===== config.mk =====
export PLATFORM = sky130hd
export DESIGN_NAME = nearest_template_sequence_match_core
export DESIGN_NICKNAME = d
export VERILOG_FILES = /design/src/hdl/ntsm_pkg.sv /design/src/hdl/nearest_template_sequence_match_core.sv
export SDC_FILE = /design/constraint.sdc
export NUM_CORES = 1
export LEC_CHECK = 0
export BUFFER_PORTS_ARGS = -buffer_cell sky130_fd_sc_hd__buf_2
export CORE_ASPECT_RATIO = 1.25
export CORE_UTILIZATION = 46
export CTS_CLUSTER_DIAMETER = 60
export CTS_CLUSTER_SIZE = 25
export DETAILED_ROUTE_END_ITERATION = 10
export GPL_TIMING_DRIVEN = 0
export PLACE_DENSITY_LB_ADDON = 0.05
export SYNTH_ARGS = -nofsm -noshare
export SYNTH_HDL_FRONTEND = slang
export SYNTH_SLANG_ARGS = --single-unit

===== constraint.sdc =====
create_clock -name clk_i -period 13.38 [get_ports clk_i]
set_clock_uncertainty 0.05 [all_clocks]
set_input_delay 2.007 -clock clk_i [delete_from_list [all_inputs] [get_ports clk_i]]
set_output_delay 2.007 -clock clk_i [all_outputs]
set_load 0.1 [all_outputs]

===== src/hdl/ntsm_pkg.sv =====
// Shared types, constants and helper functions for the nearest template
// sequence match core. No dependencies.
`default_nettype none

package ntsm_pkg;

  // Sequence geometry: bases per sequence, bits per base, field width.
  localparam int SeqLen      = 20;
  localparam int BaseW       = 2;
  localparam int DataW       = 40;
  localparam int FieldBases  = DataW / BaseW;
  localparam int SkipCount   = (SeqLen + 2) / 3;
  localparam int CountedPos  = SeqLen - SkipCount;
  localparam int CountW      = $clog2(CountedPos + 1);
  localparam int MatchW      = 4;
  localparam int FitW        = 16;
  localparam int FitOne      = 32768;

  // Template set, one per ordered substance pair, in i-major order.
  localparam int NumTemplates = 6;
  localparam int TmplIdxW     = $clog2(NumTemplates);
  localparam logic [1:0] PairIn  [NumTemplates] = '{2'd0, 2'd0, 2'd1, 2'd1, 2'd2, 2'd2};
  localparam logic [1:0] PairOut [NumTemplates] = '{2'd1, 2'd2, 2'd0, 2'd2, 2'd0, 2'd1};

  // Configuration port geometry: 64-bit registers at 8-byte strides.
  localparam int ApbDataW  = 64;
  localparam int ApbAddrW  = 6;
  localparam int RegIdxW   = 3;
  localparam int SubstW    = 2;

  typedef enum logic [RegIdxW-1:0] {
    RegSubstCount = 3'd0,
    RegTmpl01     = 3'd1,
    RegTmpl02     = 3'd2,
    RegTmpl10     = 3'd3,
    RegTmpl12     = 3'd4,
    RegTmpl20     = 3'd5,
    RegTmpl21     = 3'd6
  } reg_idx_e;

  // Result word, first field in the highest bits.
  typedef struct packed {
    logic [FitW-1:0]   fit;
    logic [MatchW-1:0] match_count;
    logic [1:0]        out_substance;
    logic [1:0]        in_substance;
  } result_t;

  // Count matching bases at every position whose index is not a multiple of
  // three. Bases above the data field read as A on both sides and match.
  function automatic logic [CountW-1:0] count_matches(input logic [DataW-1:0] a,
                                                      input logic [DataW-1:0] b);
    logic [CountW-1:0] m;
    m = '0;
    for (int k = 0; k < SeqLen; k++) begin
      if (k % 3 != 0) begin
        if (k >= FieldBases) begin
          m = m + CountW'(1);
        end else if (a[BaseW*k +: BaseW] == b[BaseW*k +: BaseW]) begin
          m = m + CountW'(1);
        end
      end
    end
    return m;
  endfunction

  // Fit in unsigned Q1.15, rounded down, looked up from a constant table
  // with one entry per possible match count.
  function automatic logic [FitW-1:0] fit_of(input logic [CountW-1:0] m);
    logic [FitW-1:0] f;
    f = '0;
    for (int i = 0; i <= CountedPos; i++) begin
      if (m == CountW'(i)) begin
        f = FitW'((i * FitOne) / CountedPos);
      end
    end
    return f;
  endfunction

endpackage

`default_nettype wire


===== src/hdl/nearest_template_sequence_match_core.sv =====
// Top level of the nearest template sequence match core: configuration
// registers, one compare stage and the result register. Depends on ntsm_pkg.
`default_nettype none

// Each accepted 40-bit sequence word is compared with the enabled templates
// (0-1 and 1-0, or all six pairs when substance_count is 3), skipping base
// positions that are multiples of three. The result word carries the pair of
// the best template (earliest in i-major order on ties), its match count and
// the fit in Q1.15. One word is accepted every clock cycle while the result
// side does not stall; each accepted sequence is held in the input register,
// where all template comparisons run in parallel, and its result is then
// held in the result register until taken. Backpressure from the result
// side stalls both stages.
module nearest_template_sequence_match_core (
  input  wire logic                         clk_i,
  input  wire logic                         rst_ni,
  // Sequence input stream
  input  wire logic                         s_axis_tvalid,
  output logic                              s_axis_tready,
  input  wire logic [ntsm_pkg::DataW-1:0]   s_axis_tdata,   // [39:0] sequence_req
  // Result output stream
  output logic                              m_axis_tvalid,
  input  wire logic                         m_axis_tready,
  // [1:0] in_substance, [3:2] out_substance, [7:4] match_count, [23:8] fit
  output logic [23:0]                       m_axis_tdata,
  // Configuration port
  input  wire logic                         psel,
  input  wire logic                         penable,
  input  wire logic                         pwrite,
  input  wire logic [ntsm_pkg::ApbAddrW-1:0] paddr,
  input  wire logic [ntsm_pkg::ApbDataW-1:0] pwdata,
  output logic [ntsm_pkg::ApbDataW-1:0]     prdata,
  output logic                              pready
);

  import ntsm_pkg::*;

  logic [SubstW-1:0] subst_count_q;
  logic [DataW-1:0]  tmpl_q [NumTemplates];
  logic              cfg_wr;
  logic [RegIdxW-1:0] reg_idx;

  logic              s1_valid_q;
  logic [DataW-1:0]  s1_seq_q;
  logic              out_valid_q;
  result_t           out_q;
  result_t           result_d;
  logic              advance;

  logic [CountW-1:0] match [NumTemplates];
  logic [CountW-1:0] best_m;
  logic [TmplIdxW-1:0] best_t;
  logic              three;

  // Configuration write and read decode.
  assign pready  = 1'b1;
  assign cfg_wr  = psel & penable & pwrite & pready;
  assign reg_idx = paddr[ApbAddrW-1 -: RegIdxW];

  always_ff @(posedge clk_i or negedge rst_ni) begin
    if (!rst_ni) begin
      subst_count_q <= SubstW'(2);
      for (int t = 0; t < NumTemplates; t++) begin
        tmpl_q[t] <= '0;
      end
    end else if (cfg_wr) begin
      case (reg_idx)
        RegSubstCount: subst_count_q <= pwdata[SubstW-1:0];
        RegTmpl01:     tmpl_q[0] <= pwdata[DataW-1:0];
        RegTmpl02:     tmpl_q[1] <= pwdata[DataW-1:0];
        RegTmpl10:     tmpl_q[2] <= pwdata[DataW-1:0];
        RegTmpl12:     tmpl_q[3] <= pwdata[DataW-1:0];
        RegTmpl20:     tmpl_q[4] <= pwdata[DataW-1:0];
        RegTmpl21:     tmpl_q[5] <= pwdata[DataW-1:0];
        default: ;
      endcase
    end
  end

  always_comb begin
    prdata = '0;
    case (reg_idx)
      RegSubstCount: prdata = ApbDataW'(subst_count_q);
      RegTmpl01:     prdata = ApbDataW'(tmpl_q[0]);
      RegTmpl02:     prdata = ApbDataW'(tmpl_q[1]);
      RegTmpl10:     prdata = ApbDataW'(tmpl_q[2]);
      RegTmpl12:     prdata = ApbDataW'(tmpl_q[3]);
      RegTmpl20:     prdata = ApbDataW'(tmpl_q[4]);
      RegTmpl21:     prdata = ApbDataW'(tmpl_q[5]);
      default:       prdata = '0;
    endcase
  end

  // Pipeline flow control: a stage moves when the one after it can take it.
  assign advance       = !out_valid_q || m_axis_tready;
  assign s_axis_tready = !s1_valid_q || advance;

  // Input register.
  always_ff @(posedge clk_i or negedge rst_ni) begin
    if (!rst_ni) begin
      s1_valid_q <= 1'b0;
    end else if (s_axis_tready) begin
      s1_valid_q <= s_axis_tvalid;
    end
  end

  always_ff @(posedge clk_i) begin
    if (s_axis_tvalid && s_axis_tready) begin
      s1_seq_q <= s_axis_tdata;
    end
  end

  // Compare against all templates in parallel and keep the first best one.
  assign three = (subst_count_q == SubstW'(3));

  always_comb begin
    for (int t = 0; t < NumTemplates; t++) begin
      match[t] = count_matches(s1_seq_q, tmpl_q[t]);
    end
    best_t = '0;
    best_m = match[0];
    for (int t = 1; t < NumTemplates; t++) begin
      if ((three || (PairIn[t] != 2'd2 && PairOut[t] != 2'd2)) && match[t] > best_m) begin
        best_t = TmplIdxW'(t);
        best_m = match[t];
      end
    end
    result_d.in_substance  = PairIn[best_t];
    result_d.out_substance = PairOut[best_t];
    result_d.match_count   = (best_m > CountW'(15)) ? MatchW'(15) : MatchW'(best_m);
    result_d.fit           = fit_of(best_m);
  end

  // Result register.
  always_ff @(posedge clk_i or negedge rst_ni) begin
    if (!rst_ni) begin
      out_valid_q <= 1'b0;
    end else if (advance) begin
      out_valid_q <= s1_valid_q;
    end
  end

  always_ff @(posedge clk_i) begin
    if (advance && s1_valid_q) begin
      out_q <= result_d;
    end
  end

  assign m_axis_tvalid = out_valid_q;
  assign m_axis_tdata  = out_q;

  // The input side takes a word whenever the compare stage is empty.
  a_ready_when_empty: assert property (@(posedge clk_i) disable iff (!rst_ni)
    !s1_valid_q |-> s_axis_tready)
    else $error("input stall with an empty compare stage");

  // A result never reports more matches than counted positions.
  a_count_range: assert property (@(posedge clk_i) disable iff (!rst_ni)
    m_axis_tvalid |-> (32'(out_q.match_count) <= CountedPos))
    else $error("match count above counted positions");

  // A full match reports a fit of one.
  a_full_fit: assert property (@(posedge clk_i) disable iff (!rst_ni)
    (m_axis_tvalid && 32'(out_q.match_count) == CountedPos) |-> (out_q.fit == FitW'(FitOne)))
    else $error("full match without a fit of one");

  // The reported pair always names two different substances.
  a_pair_valid: assert property (@(posedge clk_i) disable iff (!rst_ni)
    m_axis_tvalid |-> (out_q.in_substance != out_q.out_substance))
    else $error("result pair names the same substance twice");

endmodule

`default_nettype wire

After elaboration in Yosys (flattened, before gate mapping)
Memories as Yosys holds them, arrays and structs flattened. A register that Yosys moved wholly into a read port is not among the register bits.
Index checks and enable logic that the tools add are counted.
{ "totals": {"mem_bits_ro": 32, "input_bits": 117, "word_cells": 320, "regBits": 304, "memories": 2, "output_inout_bits": 91, "ramBits": 0, "latchBits": 0} }
{ "mem_list": {"columns": ["memory", "words", "width", "rd", "rd_ports_with_merged_regs", "wr", "line", "source"], "rows": [
  ["(no name shown)", 8, 2, 1, 1, 0, "nearest_template_sequence_match_core.sv:129", "result_d.out_substance = PairOut[best_t];"],
  ["(no name shown)", 8, 2, 1, 1, 0, "nearest_template_sequence_match_core.sv:128", "result_d.in_substance = PairIn[best_t];"]
]} }
{ "classes": {"n_addsub": 72, "n_lt_le_gt_ge": 6, "div_mod_pow": 0, "eq_ne": 98, "mux": 101, "multipliers": 0, "shift": 0, "bitwise_logic": 3, "reduce_logical": 22} }
{ "ops": {"columns": ["cell", "n"], "rows": [
  ["$mux 4", 77],
  ["$add 4x1->4 const B", 72],
  ["$pmux 40 s7", 1],
  ["$mux 16", 11],
  ["$eq 2x2->1", 78],
  ["$eq 4x4->1 const B", 6],
  ["$gt 4x4->1", 5],
  ["$eq 4x3->1 const B", 4],
  ["$reduce_and 2->1", 7],
  ["$mux 12", 1],
  ["$mux 3", 4],
  ["$eq 3x3->1 const B", 3],
  ["$eq 4x2->1 const B", 2],
  ["$mux 1", 7],
  ["$reduce_or 7->1", 1],
  ["$eq 3x2->1 const B", 2],
  ["$logic_and 1x1->1", 6],
  ["$eq 4x1->1 const B", 1],
  ["$gt 4x4->1 const B", 1],
  ["$not 3->4", 1],
  ["$reduce_or 4->1", 1],
  ["$eq 3x1->1 const B", 1],
  ["$logic_not 3->1", 1],
  ["$reduce_or 3->1", 1],
  ["other kinds (5)", 8]
]} }

Logic depth before layout (Yosys ltp)
Gate-level depths: netlist of the first run.
{ "depth": {"ltp_word": 53, "mapped_depth": 80, "depth_no_buf": 77} }

Least setup slack after synthesis of the first run
OpenSTA, ideal clock, no wires.
{ "synth_timing": {"path_type": "register to register", "from": "register s1_seq_q[3]", "to": "register out_q, in the netlist m_axis_tdata[20] (data pin)", "required_ns": 13.062, "arrival_time_ns": 13.902, "path_stages_with_launch": 76, "period_less_slack_ns": 14.221, "setup_slack_ns": -0.841, "setup_ns": 0.268, "path_buffers": 3, "path_cell_list": "edfxtp_1 > clkbuf_1 > xor2_1 > or2_2 > inv_1 > ha_1 > xnor2_2 > inv_1 > ha_1 > or3_1 > nor2b_1 > xnor2_1 > a21oi_1 > ha_1 > nand2_1 > o31ai_1 > xor2_1 > nand2_1 > [40 not listed] > or2_2 > ha_1 > nor2b_1 > o311a_1 > clkbuf_1 > nor2_1 > nor2_1 > ha_1 > nor2b_1 > o21a_1 > o21a_1 > o211ai_1 > nand2b_1 > o21ai_2 > inv_2 > buf_2 > a41oi_1 > o211ai_1"} }
{ "synth_via": {"elab_chain_cells": 52, "word_cells_on_any_way": 193, "cone_classes": "add/sub (72); order compare (5); eq/ne (18); mux (94); reduce/logical (4)"} }
{ "synth_lines": {"columns": ["element", "line", "source"], "rows": [
  ["start: declaration", "nearest_template_sequence_match_core.sv:44", "logic [DataW-1:0] s1_seq_q;"],
  ["start signal: assignment", "nearest_template_sequence_match_core.sv:109", "s1_seq_q <= s_axis_tdata;"],
  ["$eq 2x2->1", "ntsm_pkg.sv:59", "end else if (a[BaseW*k +: BaseW] == b[BaseW*k +: BaseW]) begin"],
  ["$mux 1", "ntsm_pkg.sv:59", null],
  ["$add 4x1->4", "ntsm_pkg.sv:60", "m = m + CountW'(1);"],
  ["$mux 4", "ntsm_pkg.sv:59", null],
  ["$add 4x1->4", "ntsm_pkg.sv:60", null],
  ["$mux 4", "ntsm_pkg.sv:59", null],
  ["$add 4x1->4", "ntsm_pkg.sv:60", null],
  ["$mux 4", "ntsm_pkg.sv:59", null],
  ["[27 not listed]", null, null],
  ["$logic_and 1x1->1", "nearest_template_sequence_match_core.sv:123", "if ((three || (PairIn[t] != 2'd2 && PairOut[t] != 2'd2)) && match[t] > best_m) begin"],
  ["$mux 4", "nearest_template_sequence_match_core.sv:123", null],
  ["$gt 4x4->1", "nearest_template_sequence_match_core.sv:123", null],
  ["$logic_and 1x1->1", "nearest_template_sequence_match_core.sv:123", null],
  ["$mux 4 (*)", "nearest_template_sequence_match_core.sv:123", null],
  ["named net best_m[0]", "nearest_template_sequence_match_core.sv:51", "logic [CountW-1:0] best_m;"],
  ["$eq 4x2->1", "ntsm_pkg.sv:73", "if (m == CountW'(i)) begin"],
  ["$mux 16 (11 in a row)", "ntsm_pkg.sv:73", null],
  ["end signal: assignment", "nearest_template_sequence_match_core.sv:145", "out_q <= result_d;"],
  ["end: declaration", "nearest_template_sequence_match_core.sv:46", "result_t out_q;"]
]} }
The timed path passes the listed nets; every way through them passes the cells marked *.
A chain may end at the register's enable or synchronous reset.

Final worst setup path of the first run
{ "layout_timing": {"from": "register s1_seq_q[2]", "to": "register out_q, in the netlist m_axis_tdata[20] (data pin)"} }
The elaborated chain is that of the path after synthesis.

==> results of run 1 <==
state kept, by name, indices dropped and copies added (netlist names):
name / cells
s1_seq_q: 26
tmpl_q: 240
m_axis_tdata: 21
subst_count_q: 2
s1_valid_q: 1
m_axis_tvalid: 1
metrics by stage:
| stage | setup slack (ns) | std cells | cell area [µm²] | utilization (%) | TNS [ns] |
|---|---|---|---|---|---|
| 2_1_floorplan | 0.000638 | 2080 | 21800 | - | 0 |
| 3_3_place_gp | -1.67 | 2805 | 23200 | 50.4 | -29.22 |
| 3_5_place_dp | -1.86 | 2808 | 23300 | 50.6 | -33.09 |
| 4_1_cts | -0.503 | 2917 | 25200 | 54.7 | -6.22 |
| 5_1_grt | -1.34 | 2942 | 25800 | 55.9 | -21.18 |
| 6_report | -0.735 | 2943 | 25800 | 55.9 | -9.91 |
logic make-up after synthesis:
group	after synthesis	share of synthesized area (%)
flip-flops	291	35.0
other	2	0.0350
adder cells (fa/ha/maj)	92	5.35
AND/OR/NAND/NOR	512	11.9
AO/OA/AOI/OAI	317	10.5
XOR/XNOR	377	18.4
buffers and inverters	184	4.10
multiplexers	282	14.7
critical path, delay by kind of cell, from the launching register on:
family                     cells  cell delay (ns)
adders and majority gates     11             2.85
xor gates and xnor gates       7             1.63
buffers and inverters          9             1.09
DFF                            1             0.42
and+or+nand+nor               24             3.62
AOI/OAI and AO/OA             23             3.30
muxes                          4             0.88
cell type report:
| cell class | instances | share of cell area, % |
|---|---|---|
| Multi-Input combinational cell | 1605 | 54.8 |
| Sequential cell | 291 | 29.2 |
| Timing Repair Buffer | 225 | 5.64 |
| Tap cell | 585 | 2.84 |
| Buffer | 120 | 2.73 |
| Clock buffer | 28 | 2.64 |
| Inverter | 64 | 1.07 |
| Clock inverter | 22 | 1.05 |
| Timing Repair inverter | 1 | 0.0243 |
| Antenna cell | 2 | 0.0194 |
synth_stat cells, types with 28 or more instances:
| library cell | count | share of area [%] |
|---|---|---|
| nor2_1 | 113 | 2.0 |
| edfxtp_1 | 47 | 6.6 |
| nand3_1 | 95 | 2.2 |
| o21ai_0 | 32 | 0.75 |
| nor3_1 | 28 | 0.65 |
| xnor2_1 | 207 | 8.4 |
| mux2_2 | 258 | 14 |
| inv_1 | 60 | 1.0 |
| a21oi_1 | 45 | 1.0 |
| nand2_1 | 120 | 2.1 |
| buf_4 | 38 | 1.3 |
| ha_1 | 90 | 5.2 |
| a22oi_1 | 118 | 4.1 |
| and2_1 | 28 | 0.82 |
| dfrtp_1 | 243 | 28 |
| clkbuf_1 | 64 | 1.1 |
| xor2_1 | 118 | 4.8 |
what timing repair did:
action,4_1_cts,5_1_grt
endpoints found under the setup margin,21,21
pin swaps,70,68
hold buffers,0,0
cloned,1,1
buffers inserted,58,25
gates resized for setup,109,78
layer usage:
metal | part of all wire, % | global-route usage [%] | up-vias
li1 | - | - | 7880
met3 | 4.4 | 3.86 | 118
met4 | 3.0 | 9.06 | 4
met1 | 42 | 35.0 | 8471
met2 | 51 | 49.6 | 357
met5 | 0.024 | 0 | -
final timing paths:
kind	start	end	cells after the start
worst max-delay path	s1_seq_q[2]$_DFFE_PP_	m_axis_tdata[20]$_SDFFCE_PP0P_	78
worst min-delay path	s1_valid_q$_DFFE_PN0N_	m_axis_tvalid$_DFFE_PN0P_	1
worst max register to register	s1_seq_q[2]$_DFFE_PP_	m_axis_tdata[20]$_SDFFCE_PP0P_	78
worst min register to register	s1_valid_q$_DFFE_PN0N_	m_axis_tvalid$_DFFE_PN0P_	1
max in group asynchronous	rst_ni	tmpl_q[97]$_DFFE_PN0P_	2
min in group asynchronous	rst_ni	tmpl_q[151]$_DFFE_PN0P_	1
==> results.json, run 1 <==
{
  "status": "complete, but fails checks",
  "violations": "negative setup slack",
  "mostFrequentLayoutCells": "mux2_2 (254), dfrtp_1 (243), xnor2_1 (196)",
  "seq_area_um2": 7520,
  "timing.final.crit_share_pct": 105,
  "die_h_um": 243,
  "slew_headroom_pct": 2.58,
  "place.detailed.hpwl_um": 49300,
  "port_buffers": 140,
  "ioPinCount": 208,
  "ys_seq_area_share_pct": 35.0,
  "track_usage_pct": 28.0,
  "synth_edf_count": 47,
  "cp_slowest_stage_delay_ns": 0.54,
  "clk_latency_ns": 0.61,
  "final_common_cell": "mux2_2",
  "ant_nets": 0,
  "synth.ff_latch_count": 291,
  "grt_pass1_vias": 17100,
  "cts_tree": "yes",
  "yosys_warnings": 0,
  "path_clk_slew_ns": 0.08,
  "end_kind": "flip-flop",
  "cts_buffers": 27,
  "vias": 16800,
  "drt_first_pass_iters": 5,
  "via_per_inst": 5.72,
  "synth.distinct_cells": 92,
  "place_congestion": 0.918,
  "fin_crit_ns": 14.12,
  "nNetsFinal": 2542,
  "fmax_ghz": 0.0708,
  "critPathSlowestCell": "xor3_2",
  "critPathLaunchType": "flip-flop",
  "crit_fanout": 5,
  "hold_path.class": "reg -> reg",
  "fillers": 4073,
  "worstSetupPathType": "reg -> reg",
  "routedWlPerCell_um": 23.0,
  "root_buffer": "clkbuf_16",
  "r2r_slack_ns": -0.74,
  "cts_sinks": 291,
  "core_um2": 46100,
  "grt_pass1_wl_um": 101000,
  "cp.required_ns": 13.67,
  "drive_gt1_share_pct": 33.2,
  "wirelength_um": 67600,
  "grt_max_degree": 107,
  "synth_area_um2": 21500,
  "whs_ns": 0.432,
  "h-tree-depth": 1,
  "tightest_slew_ns": 1.46,
  "synth-main-ff-cell": "dfrtp_1",
  "postSynthAreaPerCell_um2": 10.4,
  "synthArstFlopShare_pct": 83.8,
  "rows": 88,
  "overflow": 0,
  "drcViolationCount": 0,
  "final_hold_viol_count": 0,
  "dr.first_iter.drc_count": 945,
  "setup_ws_ns": -0.735,
  "finalSetupViolCount": 18,
  "die-area_um2": 47500,
  "rsz0062_at_grt": "true",
  "area_growth_pct": 20.1,
  "crit_arrival_ns": 14.41,
  "start_util_pct": 46.5,
  "cp_common_cell": "ha_4",
  "antenna_found_initial": 3,
  "drv_slew": 0,
  "multi_input_area_um2": 14100,
  "maxCapViolCount": 0,
  "die_w_um": 195,
  "syn_inst": 2057,
  "cts.path.max_buffers": 3
}
Power of run 1 is left out: the tool's default activity adds up to more than one toggle a clock period on the data nets, which glitch-free logic cannot reach.
==> run 2, diff against run 1 <==
Settings changed: ABC_AREA from default to 1, SKIP_LAST_GASP from default to 1.
==> results.json, run 2 <==
{
  "status": "finished, final reports clean",
  "track_usage_pct": 27.7,
  "die_h_um": 242,
  "synthArstFlopShare_pct": 83.8,
  "end_kind": "flip-flop",
  "grt_max_degree": 106,
  "ioPinCount": 208,
  "root_buffer": "clkbuf_16",
  "cp_slowest_stage_delay_ns": 0.38,
  "synth-main-ff-cell": "dfrtp_1",
  "critPathLaunchType": "flip-flop",
  "maxCapViolCount": 0,
  "synth_top_cell_area_share_pct": 28.7,
  "crit_fanout": 10,
  "yosys-top-cells-area": "dfrtp_1 (29%), nand2_1 (15%), edfxtp_1 (6.7%)",
  "crit_arrival_ns": 12.66,
  "drt_first_pass_iters": 5,
  "grt_pass1_vias": 18200,
  "start_util_pct": 46.7,
  "core_um2": 45300,
  "largest_reg_flops": 240,
  "final_common_cell": "nand2_1",
  "drv_slew": 0,
  "wirelength_um": 65500,
  "synth.top_cells.by_count": "nand2_1 (871), inv_1 (372), o21ai_0 (273), dfrtp_1 (243), nand3_1 (151)",
  "cts_tree": "yes",
  "via_per_inst": 5.19,
  "timing.final.crit_share_pct": 92.3,
  "critPathBufInv": 16,
  "synth.distinct_cells": 61,
  "slew_headroom_pct": 2.97,
  "critPathSlowestCell": "edfxtp_1",
  "finalSetupViolCount": 0,
  "synth_area_um2": 21200,
  "final_hold_viol_count": 0,
  "postSynthAreaPerCell_um2": 7.28,
  "tightest_slew_ns": 1.44,
  "regMostFlops": "tmpl_q",
  "port_buffers": 140,
  "drive_gt1_share_pct": 14.7,
  "n_antenna_cell": 0,
  "cts_buffers": 29,
  "ys_seq_area_share_pct": 35.5,
  "yosys_warnings": 0,
  "area_growth_pct": 12.7,
  "worstSetupPathType": "reg -> reg",
  "place.detailed.hpwl_um": 49800,
  "fmax_ghz": 0.0810,
  "crit_family": "adder cells",
  "nNetsFinal": 3318,
  "routedWlPerCell_um": 17.6,
  "cts_sinks": 291,
  "final_util_pct": 52.6,
  "h-tree-depth": 1,
  "clk_latency_ns": 0.61,
  "mostFrequentLayoutCells": "nand2_1 (870), inv_1 (370), o21ai_0 (266)",
  "rows": 87,
  "die-area_um2": 46900,
  "vias": 19300,
  "cp.required_ns": 13.69,
  "path_clk_slew_ns": 0.07,
  "synth.ff_latch_count": 291,
  "cts_hold_buffers": 0,
  "synth_top_area_cell": "dfrtp_1",
  "synth.most_common_cell": "nand2_1",
  "grt_pass1_wl_um": 100000,
  "synth_edf_count": 47,
  "die_w_um": 194,
  "finalSetupTns_ns": 0,
  "hold_path.class": "reg -> reg",
  "antenna_found_initial": 1,
  "dr.first_iter.drc_count": 1132,
  "ant_nets": 0,
  "overflow": 0,
  "cp_common_cell": "ha_1",
  "drcViolationCount": 0,
  "place_congestion": 0.888,
  "rsz0062_at_grt": "false",
  "cts.path.max_buffers": 3,
  "syn_inst": 2905,
  "fin_crit_ns": 12.35
}
## run 2: worst paths after layout
| path | from | to | slack [ns] | cells past startpoint |
|---|---|---|---|---|
| hold / removal | tmpl_q[224]$_DFFE_PN0P_ | tmpl_q[224]$_DFFE_PN0P_ | 0.44 | 2 |
| setup / recovery | s1_seq_q[2]$_DFFE_PP_ | m_axis_tdata[20]$_SDFFCE_PP0P_ | 1.03 | 76 |
| min in group asynchronous | rst_ni | tmpl_q[124]$_DFFE_PN0P_ | 1.29 | 1 |
| max in group asynchronous | rst_ni | tmpl_q[27]$_DFFE_PN0P_ | 10.70 | 3 |
| hold reg to reg | tmpl_q[224]$_DFFE_PN0P_ | tmpl_q[224]$_DFFE_PN0P_ | 0.44 | 2 |
| setup reg to reg | s1_seq_q[2]$_DFFE_PP_ | m_axis_tdata[20]$_SDFFCE_PP0P_ | 1.03 | 76 |
## run 2: repair_timing
| item | CTS | global route |
|---|---|---|
| setup endpoints to repair | 0 | 21 |
| setup buffers | 0 | 9 |
| resized for setup | 0 | 18 |
## run 2: layer usage
layer | GRT usage (%) | share of wire, % | vias up
met4 | 13.4 | 5.2 | 0
met5 | 0 | 0 | -
li1 | - | - | 9611
met2 | 49.4 | 49 | 487
met1 | 33.6 | 42 | 9011
met3 | 2.37 | 3.9 | 143
## run 2: layout make-up
class | instances | area, µm²
fillers | 4481 | 21400
multi-input cells | 2083 | 11500
flip-flops and latches | 291 | 7520
inverters | 428 | 1610
repair buffers | 152 | 848
clock buffers | 30 | 729
well taps | 578 | 723
plain buffers | 126 | 646
clock inverters | 24 | 246
## run 2: per-stage QoR
step	std cells	instance area (µm²)	worst slack [ns]	hold WS [ns]
3_3_place_gp	3646	22700	0.696	0.410
4_1_cts	3703	23700	0.370	0.441
2_1_floorplan	2928	21200	2.39	0.397
6_report	3712	23800	1.03	0.441
3_5_place_dp	3649	22700	0.399	0.423
5_1_grt	3712	23800	0.00245	0.464
## run 2: worst reg2reg max path, delay by kind of cell, from the launching register on
family	cells	cell delay (ns)
simple gates	31	3.17
compound gates	13	2.41
xor+xnor	1	0.13
buf+inv	16	1.56
flops	1	0.38
fa+ha+maj	15	4.40
## run 2: logic make-up (layout without fill, tap and decap cells)
kind of cell	count (synthesis)	after routing	share of synthesized area, %
compound gates	446	446	11.8
buf+inv	554	760	10.7
other cells	2	25	0.0355
fa+ha+maj	90	90	5.32
flops	291	291	35.5
mux	2	2	0.101
xor+xnor	202	202	8.82
simple gates	1318	1318	27.7
Power of run 2 is left out for the same reason.
==> run 3, diff against run 2 <==
Settings changed: BUFFER_PORTS_ARGS -buffer_cell sky130_fd_sc_hd__buf_2 to -buffer_cell sky130_fd_sc_hd__buf_4, TNS_END_PERCENT from default to 30.
==> results.json, run 3 (same netlist as run 2, synthesis figures left out) <==
{
  "r2r_end": "m_axis_tdata[13]$_SDFFCE_PP0P_",
  "nNetsFinal": 3316,
  "cts_hold_buffers": 0,
  "drive_gt1_share_pct": 14.7,
  "ioPinCount": 208,
  "vias": 19200,
  "finalSetupTns_ns": 0,
  "final_common_cell": "nand2_1",
  "die-area_um2": 46900,
  "rows": 87,
  "critPathLaunchType": "flip-flop",
  "regMostFlops": "tmpl_q",
  "fillers": 4445,
  "place.detailed.hpwl_um": 49800,
  "largest_reg_flops": 240,
  "cp_common_cell": "nand2_1",
  "timing.final.crit_share_pct": 91.7,
  "path_clk_slew_ns": 0.08,
  "mostFrequentLayoutCells": "nand2_1 (870), inv_1 (371), o21ai_0 (264)",
  "cts_buffers": 30,
  "drt_first_pass_iters": 5,
  "cts_tree": "yes",
  "n_antenna_cell": 0,
  "hold_path.class": "reg -> reg",
  "h-tree-depth": 1,
  "finalSetupViolCount": 0,
  "root_buffer": "clkbuf_16",
  "port_buffers": 140,
  "status": "finished, final reports clean",
  "hold-path-endpoint": "tmpl_q[161]$_DFFE_PN0P_",
  "cts_sinks": 291,
  "worstHoldStart": "tmpl_q[161]$_DFFE_PN0P_",
  "grt_pass1_vias": 18700,
  "cp_slowest_stage_delay_ns": 0.45,
  "timing.rr.start": "s1_seq_q[3]$_DFFE_PP_",
  "slew_headroom_pct": 10.3,
  "crit_fanout": 10,
  "end_kind": "flip-flop",
  "rsz0062_at_grt": "false",
  "place_congestion": 0.892,
  "final_hold_viol_count": 0,
  "cp.required_ns": 13.67,
  "ant_nets": 0,
  "worstSetupPathType": "reg -> reg",
  "core_um2": 45300,
  "fin_crit_ns": 12.27,
  "via_per_inst": 5.17,
  "grt_max_degree": 119,
  "critPathSlowestCell": "edfxtp_1",
  "dr.first_iter.drc_count": 1132,
  "grt_pass1_wl_um": 101000,
  "overflow": 0,
  "tightest_slew_ns": 1.34,
  "maxCapViolCount": 0,
  "r2r_slack_ns": 1.11,
  "die_h_um": 242,
  "area_growth_pct": 14.6,
  "cts.path.max_buffers": 3,
  "track_usage_pct": 27.9,
  "rr_worst_depth": 79,
  "wirelength_um": 65500,
  "antenna_found_initial": 0,
  "routedWlPerCell_um": 17.7,
  "crit_arrival_ns": 12.56,
  "hold_depth": 2,
  "drv_slew": 0,
  "clk_latency_ns": 0.60,
  "drcViolationCount": 0,
  "fmax_ghz": 0.0815,
  "start_util_pct": 46.7,
  "die_w_um": 194
}
[run 3: critical path, delay by kind of cell (launching register included)]
family	cells	cell delay, ns
simple gates	37	4.15
compound gates	15	2.39
flops	1	0.45
fa+ha+maj	11	3.24
xor+xnor	2	0.40
buf+inv	14	1.34
[run 3: cell type report]
type / instances / area (µm²) / area share, %
multi-input combinational: 2084 / 11500 / 47.6
sequential: 291 / 7520 / 31.0
buffer: 126 / 646 / 2.66
inverter: 428 / 1610 / 6.65
clock inverter: 25 / 282 / 1.16
timing repair buffer: 148 / 1170 / 4.81
tap: 578 / 723 / 2.98
clock buffer: 31 / 764 / 3.15
[run 3: how the worst max path moves through the flow]
stage                          startpoint                        endpoint  slack (ns)  cells after the start
floorplan           s1_seq_q[2]$_DFFE_PP_  m_axis_tdata[21]$_SDFFCE_PP0P_        2.39                     77
global placement    s1_seq_q[4]$_DFFE_PP_  m_axis_tdata[13]$_SDFFCE_PP0P_        0.68                     76
detailed placement  s1_seq_q[4]$_DFFE_PP_  m_axis_tdata[13]$_SDFFCE_PP0P_        0.40                     77
CTS                 s1_seq_q[4]$_DFFE_PP_  m_axis_tdata[13]$_SDFFCE_PP0P_        0.37                     77
global route        s1_seq_q[3]$_DFFE_PP_  m_axis_tdata[20]$_SDFFCE_PP0P_        0.02                     80
finish              s1_seq_q[3]$_DFFE_PP_  m_axis_tdata[13]$_SDFFCE_PP0P_        1.11                     79
[run 3: layer usage]
metal  part of all wire, %  GRT usage, %
met1                    41          33.4
met2                    49          49.7
met3                   3.9          2.54
met4                   5.6          14.4
met5                     0             0
[run 3: through the flow]
stage               util (%)  std cells  area (µm²)  worst slack [ns]  hold slack, ns
floorplan                  -       2928       21200              2.39           0.397
detailed placement      51.0       3649       23100             0.404           0.423
finish                  53.5       3711       24200              1.11           0.443
global placement        50.8       3646       23000             0.681           0.411
global route            53.5       3711       24200            0.0161           0.469
CTS                     53.3       3705       24100             0.366           0.442
[run 3: timing repair]
action	CTS	global route
setup buffers	0	5
endpoints found under the setup margin	0	21
gates resized for setup	0	22
Power of run 3 is left out for the same reason.
